==> src/hw/rtl/dual_lane_int8_mac_unit_macros.svh <==
// Assertion helpers for the multiply-accumulate unit.
// They expect signals named clk and arst_n in the enclosing module.
`ifndef DUAL_LANE_INT8_MAC_UNIT_MACROS_SVH
`define DUAL_LANE_INT8_MAC_UNIT_MACROS_SVH

// A property that must hold at every clock edge out of reset.
`define DLM_ASSERT(lbl, prop, msg) \
	lbl: assert property (@(posedge clk) disable iff (!arst_n) (prop)) else $error(msg);

// A condition that must be followed by another in the next cycle.
`define DLM_ASSERT_NEXT(lbl, pre, post, msg) \
	lbl: assert property (@(posedge clk) disable iff (!arst_n) (pre) |=> (post)) else $error(msg);

`endif

==> src/hw/rtl/dlm_pkg.sv <==
package dlm_pkg;

	// Fixed lane geometry: eight bytes per beat, one bank per byte.
	localparam int MAC_BYTES = 8;
	localparam int BANK_BITS = 3;

	// Host actions.
	localparam logic [2:0] ACT_EXEC     = 3'd0;
	localparam logic [2:0] ACT_HOST_WR  = 3'd1;
	localparam logic [2:0] ACT_COEF0_WR = 3'd2;
	localparam logic [2:0] ACT_COEF1_WR = 3'd3;
	localparam logic [2:0] ACT_HOST_RD  = 3'd4;

	// Instruction opcodes.
	localparam logic [5:0] OP_VB_SET = 6'd8;
	localparam logic [5:0] OP_VB_ADD = 6'd9;
	localparam logic [5:0] OP_LB_SET = 6'd10;
	localparam logic [5:0] OP_LB_ADD = 6'd11;
	localparam logic [5:0] OP_SB_SET = 6'd12;
	localparam logic [5:0] OP_SB_ADD = 6'd13;
	localparam logic [5:0] OP_CB_SET = 6'd14;
	localparam logic [5:0] OP_CB_ADD = 6'd15;
	localparam logic [5:0] OP_STORE  = 6'd16;
	localparam logic [5:0] OP_STORE0 = 6'd17;
	localparam logic [5:0] OP_STORE1 = 6'd18;
	localparam logic [5:0] OP_RELU   = 6'd20;
	localparam logic [5:0] OP_RELU0  = 6'd21;
	localparam logic [5:0] OP_RELU1  = 6'd22;
	localparam logic [5:0] OP_SAVE   = 6'd24;
	localparam logic [5:0] OP_SAVE0  = 6'd25;
	localparam logic [5:0] OP_SAVE1  = 6'd26;
	localparam logic [5:0] OP_LOAD   = 6'd28;
	localparam logic [5:0] OP_LOAD0  = 6'd29;
	localparam logic [5:0] OP_LOAD1  = 6'd30;
	localparam logic [5:0] OP_LADD   = 6'd32;
	localparam logic [5:0] OP_LADD0  = 6'd33;
	localparam logic [5:0] OP_LADD1  = 6'd34;
	localparam logic [5:0] OP_MACC   = 6'd40;
	localparam logic [5:0] OP_MMAX   = 6'd41;
	localparam logic [5:0] OP_MACCZ  = 6'd42;
	localparam logic [5:0] OP_MMAXZ  = 6'd43;
	localparam logic [5:0] OP_MMAXN  = 6'd45;

	// Lane selection held in the two low opcode bits.
	localparam logic [1:0] SEL_LANE0 = 2'd1;
	localparam logic [1:0] SEL_LANE1 = 2'd2;

	// Status codes.
	localparam logic [1:0] ST_OK      = 2'd0;
	localparam logic [1:0] ST_UNKNOWN = 2'd1;
	localparam logic [1:0] ST_ODD     = 2'd2;
	localparam logic [1:0] ST_SHIFT   = 2'd3;

	// Numeric constants.
	localparam logic [8:0]  SHIFT_LIMIT = 9'd32;
	localparam logic [31:0] ACC_MIN     = 32'h8000_0000;
	localparam logic signed [31:0] CLAMP_HI = 32'sd127;
	localparam logic signed [31:0] CLAMP_LO = -32'sd128;

	typedef struct packed {
		logic [2:0]  action;
		logic [5:0]  opcode;
		logic [16:0] mem_offset;
		logic [8:0]  coeff_offset;
		logic [63:0] write_data;
	} cmd_t;

	typedef struct packed {
		logic signed [31:0] acc_lane0;
		logic signed [31:0] acc_lane1;
		logic [63:0]        read_data;
		logic [1:0]         status;
	} rsp_t;

	typedef enum logic [2:0] {
		K_NONE,
		K_STORE,
		K_SAVE,
		K_LOAD,
		K_MAC,
		K_HOST_RD
	} kind_t;

	// Decoded instruction as it travels down the pipeline.
	typedef struct packed {
		kind_t       kind;
		logic [1:0]  status;
		logic        relu;
		logic        lane0;
		logic        lane1;
		logic        add;
		logic        use_max;
		logic        preset_zero;
		logic        preset_min;
		logic [4:0]  shift;
		logic [16:0] addr;
	} ctl_t;

	// Eight-byte window write into main memory.
	typedef struct packed {
		logic [7:0]  be;
		logic [16:0] addr;
		logic [63:0] data;
	} mem_wr_t;

	// Reduced lane products.
	typedef struct packed {
		logic signed [18:0] sum0;
		logic signed [18:0] sum1;
		logic signed [15:0] max0;
		logic               max0_v;
	} mac_red_t;

endpackage

==> src/hw/rtl/dlm_mac_reduce.sv <==
module dlm_mac_reduce (
	input  logic [63:0]       vec,
	input  logic [63:0]       c0,
	input  logic [63:0]       c1,
	output dlm_pkg::mac_red_t red
);
	logic signed [15:0] p0 [dlm_pkg::MAC_BYTES];
	logic signed [15:0] p1 [dlm_pkg::MAC_BYTES];

	// Eight signed byte products per lane.
	always_comb begin
		for (int i = 0; i < dlm_pkg::MAC_BYTES; i++) begin
			p0[i] = $signed(vec[8*i +: 8]) * $signed(c0[8*i +: 8]);
			p1[i] = $signed(vec[8*i +: 8]) * $signed(c1[8*i +: 8]);
		end
	end

	// Lane sums, and the largest lane-0 product whose coefficient is nonzero.
	always_comb begin
		red = '0;
		for (int i = 0; i < dlm_pkg::MAC_BYTES; i++) begin
			red.sum0 = red.sum0 + 19'(p0[i]);
			red.sum1 = red.sum1 + 19'(p1[i]);
			if ((c0[8*i +: 8] != 8'd0) && (!red.max0_v || (p0[i] > red.max0))) begin
				red.max0   = p0[i];
				red.max0_v = 1'b1;
			end
		end
	end
endmodule

==> config.mk <==
export PLATFORM = sky130hd
export DESIGN_NAME = dlm_mac_reduce
export DESIGN_NICKNAME = d
export VERILOG_FILES = /design/src/hw/rtl/dual_lane_int8_mac_unit_macros.svh /design/src/hw/rtl/dlm_pkg.sv /design/src/hw/rtl/dlm_mac_reduce.sv
export SDC_FILE = /design/constraint.sdc
export NUM_CORES = 2
export LEC_CHECK = 0
export ABC_CLOCK_PERIOD_IN_PS = 24400
export BUFFER_PORTS_ARGS = -buffer_cell sky130_fd_sc_hd__buf_2
export CELL_PAD_IN_SITES_DETAIL_PLACEMENT = 1
export CELL_PAD_IN_SITES_GLOBAL_PLACEMENT = 1
export CORE_MARGIN = 4
export CORE_UTILIZATION = 47
export DETAILED_ROUTE_END_ITERATION = 10
export PLACE_DENSITY_LB_ADDON = 0.1
export SYNTH_ARGS = -nofsm -noshare
export SYNTH_HDL_FRONTEND = slang
export SYNTH_SLANG_ARGS = --single-unit
==> constraint.sdc <==
create_clock -name vclk -period 24.4
set_input_delay 3.66 -clock vclk [all_inputs]
set_output_delay 3.66 -clock vclk [all_outputs]
set_load 0.02 [all_outputs]
# Word-level counts from Yosys, hierarchy flattened
# Cells that the tools add are included.
[totals]
latchBits = 0
output_inout_bits = 55
elab_cells = 74
regBits = 0
romBits = 0
n_memories = 0
input_bits = 192
mem_bits_rw = 0
[op_classes]
eq_ne = 0
div = 0
n_addsub = 14
shifts = 0
n_mux = 8
multipliers = 16
bitwise_logic = 0
magnitude_cmp = 7
reduce_logical = 29
[op_table]
columns = ["op", "n"]
rows = [
  ["multiplier 8 x 8 -> 16 bit", 16],
  ["adder 19 x 16 -> 19 bit", 8],
  ["2-to-1 mux 17 bit", 8],
  ["> comparator 16 bit", 7],
  ["nonzero test 8 bit", 8],
  ["adder 18 x 16 -> 19 bit", 2],
  ["adder 17 x 16 -> 18 bit", 2],
  ["adder 16 x 16 -> 17 bit", 2],
  ["logical AND 1 bit", 7],
  ["logical NOT 1 bit", 7],
  ["logical OR 1 bit", 7],
]

# Depth between registers and ports, before layout
[logic_depth]
depth_word = 30
depth_mapped = 90
ltp_nobuf = 78

# Worst setup path after synthesis
# OpenSTA, ideal clock, no wires.
[synth_path]
path_kind = "input to output"
from = "input vec[15]"
to = "output red[16] in the netlist's numbering"
cell_stages = 82
arrival_ns = 20.924
t_required_ns = 20.740
path_slack_ns = -0.184
path_buffers = 12
path_cell_list = "clkbuf_1 nand2_1 fa_1 inv_1 fa_1 fa_1 inv_1 fa_1 inv_1 ha_1 or3_1 nand2b_1 o221ai_1 o21ai_0 xnor2_1 inv_1 ha_1 nand4_1 (+46 left out) a21oi_1 o21ai_0 a2111o_1 a21oi_1 or2_1 clkbuf_1 clkbuf_1 mux2_2 ha_1 nand2_1 nor4_1 o21ai_0 o21ai_0 a21oi_1 o21ai_0 buf_2 nor2_1 a311oi_1"
[synth_lines]
columns = ["element", "line_no", "text"]
rows = [
  ["start: declaration", "dlm_mac_reduce.sv:2", "input logic [63:0] vec,"],
  ["end: declaration", "dlm_mac_reduce.sv:5", "output dlm_pkg::mac_red_t red"],
]

==> results.py <==
metrics = {
    "finish": {
        "finalNetCount": 7717,
        "drive_above_1_share_pct": 13.86,
        "seq_cells": 0,
        "nFillCells": 11980,
        "nClkBuffers": 0,
        "regArea_um2": 0,
        "areaGrowthSynthToFinish_pct": 13.17,
    },
    "job": {
        "maxCapViolations": 1,
    },
    "global_routing": {
        "grt_pass1_vias": 42240,
        "antenna_found_initial": 20,
        "grt_overflow_total": 0,
        "grt_max_degree": 24,
        "grtUsageTotal_pct": 28.68,
        "grt_first_pass_wirelength_um": 247000,
    },
    "synth": {
        "ys_types": 84,
        "yosys_warnings": 0,
        "yosysSeqAreaShare_pct": 0,
        "syn_area_per_cell_um2": 9.247,
        "syn_nets": 7315,
        "synth.top_cells.by_area": "fa_1, ha_1, inv_1",
        "netlist_instances": 5352,
        "yosysTopAreaCellShare_pct": 49.76,
        "syn-cell-area_um2": 49490,
        "yosys.area.top_type": "fa_1",
    },
    "timing": {
        "worstMarginPinSlew_ns": 1.469,
        "fmax_ghz": 0.04107,
        "fin_crit_ns": 24.35,
        "hold_violations": 0,
        "rsz0062_at_grt": "yes",
        "setup_violations": 0,
        "tns_ns": 0,
        "slew_viol_final": 0,
        "post-route-period-util_pct": 99.80,
        "relSlewSlack_pct": 1.433,
    },
    "die": {
        "die-width_um": 332.5,
        "die_h_um": 332.5,
        "ios": 247,
        "num_rows": 118,
        "start_util_pct": 47.54,
        "dieArea_um2": 110600,
        "core_region_area_um2": 104100,
    },
    "worst_setup_path": {
        "crit_top_cell": "buf_4",
        "critical_path_class": "in -> out",
        "slowest_delay_ns": 0.55,
        "endpoint_kind": "output port",
        "cp_max_fo": 10,
        "slowest_stage": "fa_1",
        "startpoint_type": "primary input",
        "critPathRequiredTime_ns": 20.74,
        "cp.arrival_ns": 20.69,
    },
    "placement": {
        "place.gp.congestion": 0.9571,
        "dp_hpwl_um": 142300,
        "io_buffers": 247,
    },
    "drt": {
        "wire_per_inst_um": 22.52,
        "via_per_inst": 5.355,
        "wl_um": 160800,
        "vias": 38240,
        "route.detailed.drc": 0,
        "first_iter_violations": 1973,
        "postRouteAntennaNets": 0,
        "first_pass_iters": 5,
    },
    "clock_tree": {
        "cts_hold_buf": 0,
    },
    "status": {
        "violations": "capacitance limit",
        "outcome": "finished, violations left",
    },
    "worst_hold_path": {
        "hold_path_class": "in -> out",
    },
}
metal layers:
metal / up-vias / global-route usage (%) / part of all wire (%)
met2: 997 / 46.44 / 47
li1: 16910 / - / -
met5: - / 0 / 0.058
met1: 20110 / 41.39 / 45
met3: 206 / 3.901 / 5.7
met4: 14 / 6.189 / 2.8
cells by family after synthesis:
logic type | share of synthesized area (%)
simple gates | 15.44
xor+xnor | 3.239
mux | 0.5031
fa+ha+maj | 63.44
compound gates | 6.156
buf+inv | 11.22
layout make-up:
cell class                      instances  area [um2]  area share, %
Antenna cell                            9       22.52        0.04022
Tap cell                             1380        1727          3.083
Inverter                             1355        5092          9.093
Timing Repair Buffer                  514        3585          6.401
Multi-Input combinational cell       3883       45580          81.38
final timing paths:
check / start / to / slack [ns] / depth (start not counted)
worst min-delay path: c0[60] / red[0] / 7.97 / 4
worst max-delay path: vec[3] / red[16] / 0.05 / 86
cells in the final DEF (no fill, tap or decap), types with 9 or more instances in the layout:
cell type,instances
a211oi_1,12
a21o_1,32
a21oi_1,87
a21oi_2,18
and2_1,527
and2_4,12
and3_1,17
buf_2,218
buf_4,247
buf_6,31
diode_2,9
fa_1,1224
ha_1,502
ha_4,35
inv_1,1343
inv_2,9
mux2_2,12
nand2_1,473
nand2_2,10
nand2b_1,95
nand3_1,37
nand4_1,24
nor2_1,101
nor2b_1,35
nor3_1,37
nor4_1,13
o211ai_1,16
o21a_1,19
o21ai_0,49
o21ai_1,17
o21ai_2,9
o21bai_1,25
o31ai_1,10
or2_2,9
xnor2_1,143
xor2_1,35
Yosys cell counts, drive strengths merged (4+ instances only):
| library cell | count |
|---|---|
| inv | 1354 |
| fa | 1230 |
| ha | 541 |
| and2 | 539 |
| nand2 | 488 |
| xnor2 | 147 |
| nor2 | 116 |
| a21oi | 109 |
| clkbuf | 97 |
| nand2b | 95 |
| o21ai | 77 |
| nor3 | 51 |
| nand3 | 43 |
| nor2b | 37 |
| xor2 | 36 |
| a21o | 34 |
| o21bai | 25 |
| nand4 | 24 |
| and3 | 23 |
| mux2 | 20 |
| o21a | 20 |
| nor4 | 18 |
| o31ai | 18 |
| a211oi | 17 |
| a31oi | 17 |
| buf | 17 |
| o211ai | 16 |
| or2 | 15 |
| a21boi | 12 |
| a221oi | 11 |
| o311ai | 11 |
| o221ai | 10 |
| or3 | 9 |
| or4 | 9 |
| a211o | 8 |
| a31o | 8 |
| a2111oi | 6 |
| o2111ai | 5 |
| o22ai | 4 |
critical path, delay by kind of cell:
kind            cells  cell delay [ns]
fa+ha+maj          12             4.40
mux                 2             0.71
buf+inv            18             2.54
compound gates     33             5.98
simple gates       21             3.34
what timing repair did:
| action | CTS | global route |
|---|---|---|
| pin swaps | 16 | 156 |
| setup buffers | 9 | 64 |
| gates resized for setup | 67 | 350 |
| cloned | 1 | 4 |
| setup endpoints to repair | 16 | 16 |
per-stage QoR:
stage          util (%)  std cells  area, um2  hold WS, ns  setup slack (ns)
6_report          53.80       7141      56000        7.971           0.04894
5_1_grt           53.78       7133      55980        8.000           -0.4502
4_1_cts           51.74       7067      53850        7.981          0.004054
3_5_place_dp      51.35       7057      53450        7.982           -0.9605
3_3_place_gp      51.35       7057      53450        7.957           -0.3435
2_1_floorplan         -       5352      49490        7.520           -0.1674
Power is not shown: default switching activity piles up to over one toggle a cycle in this logic, so the estimate is an artifact.
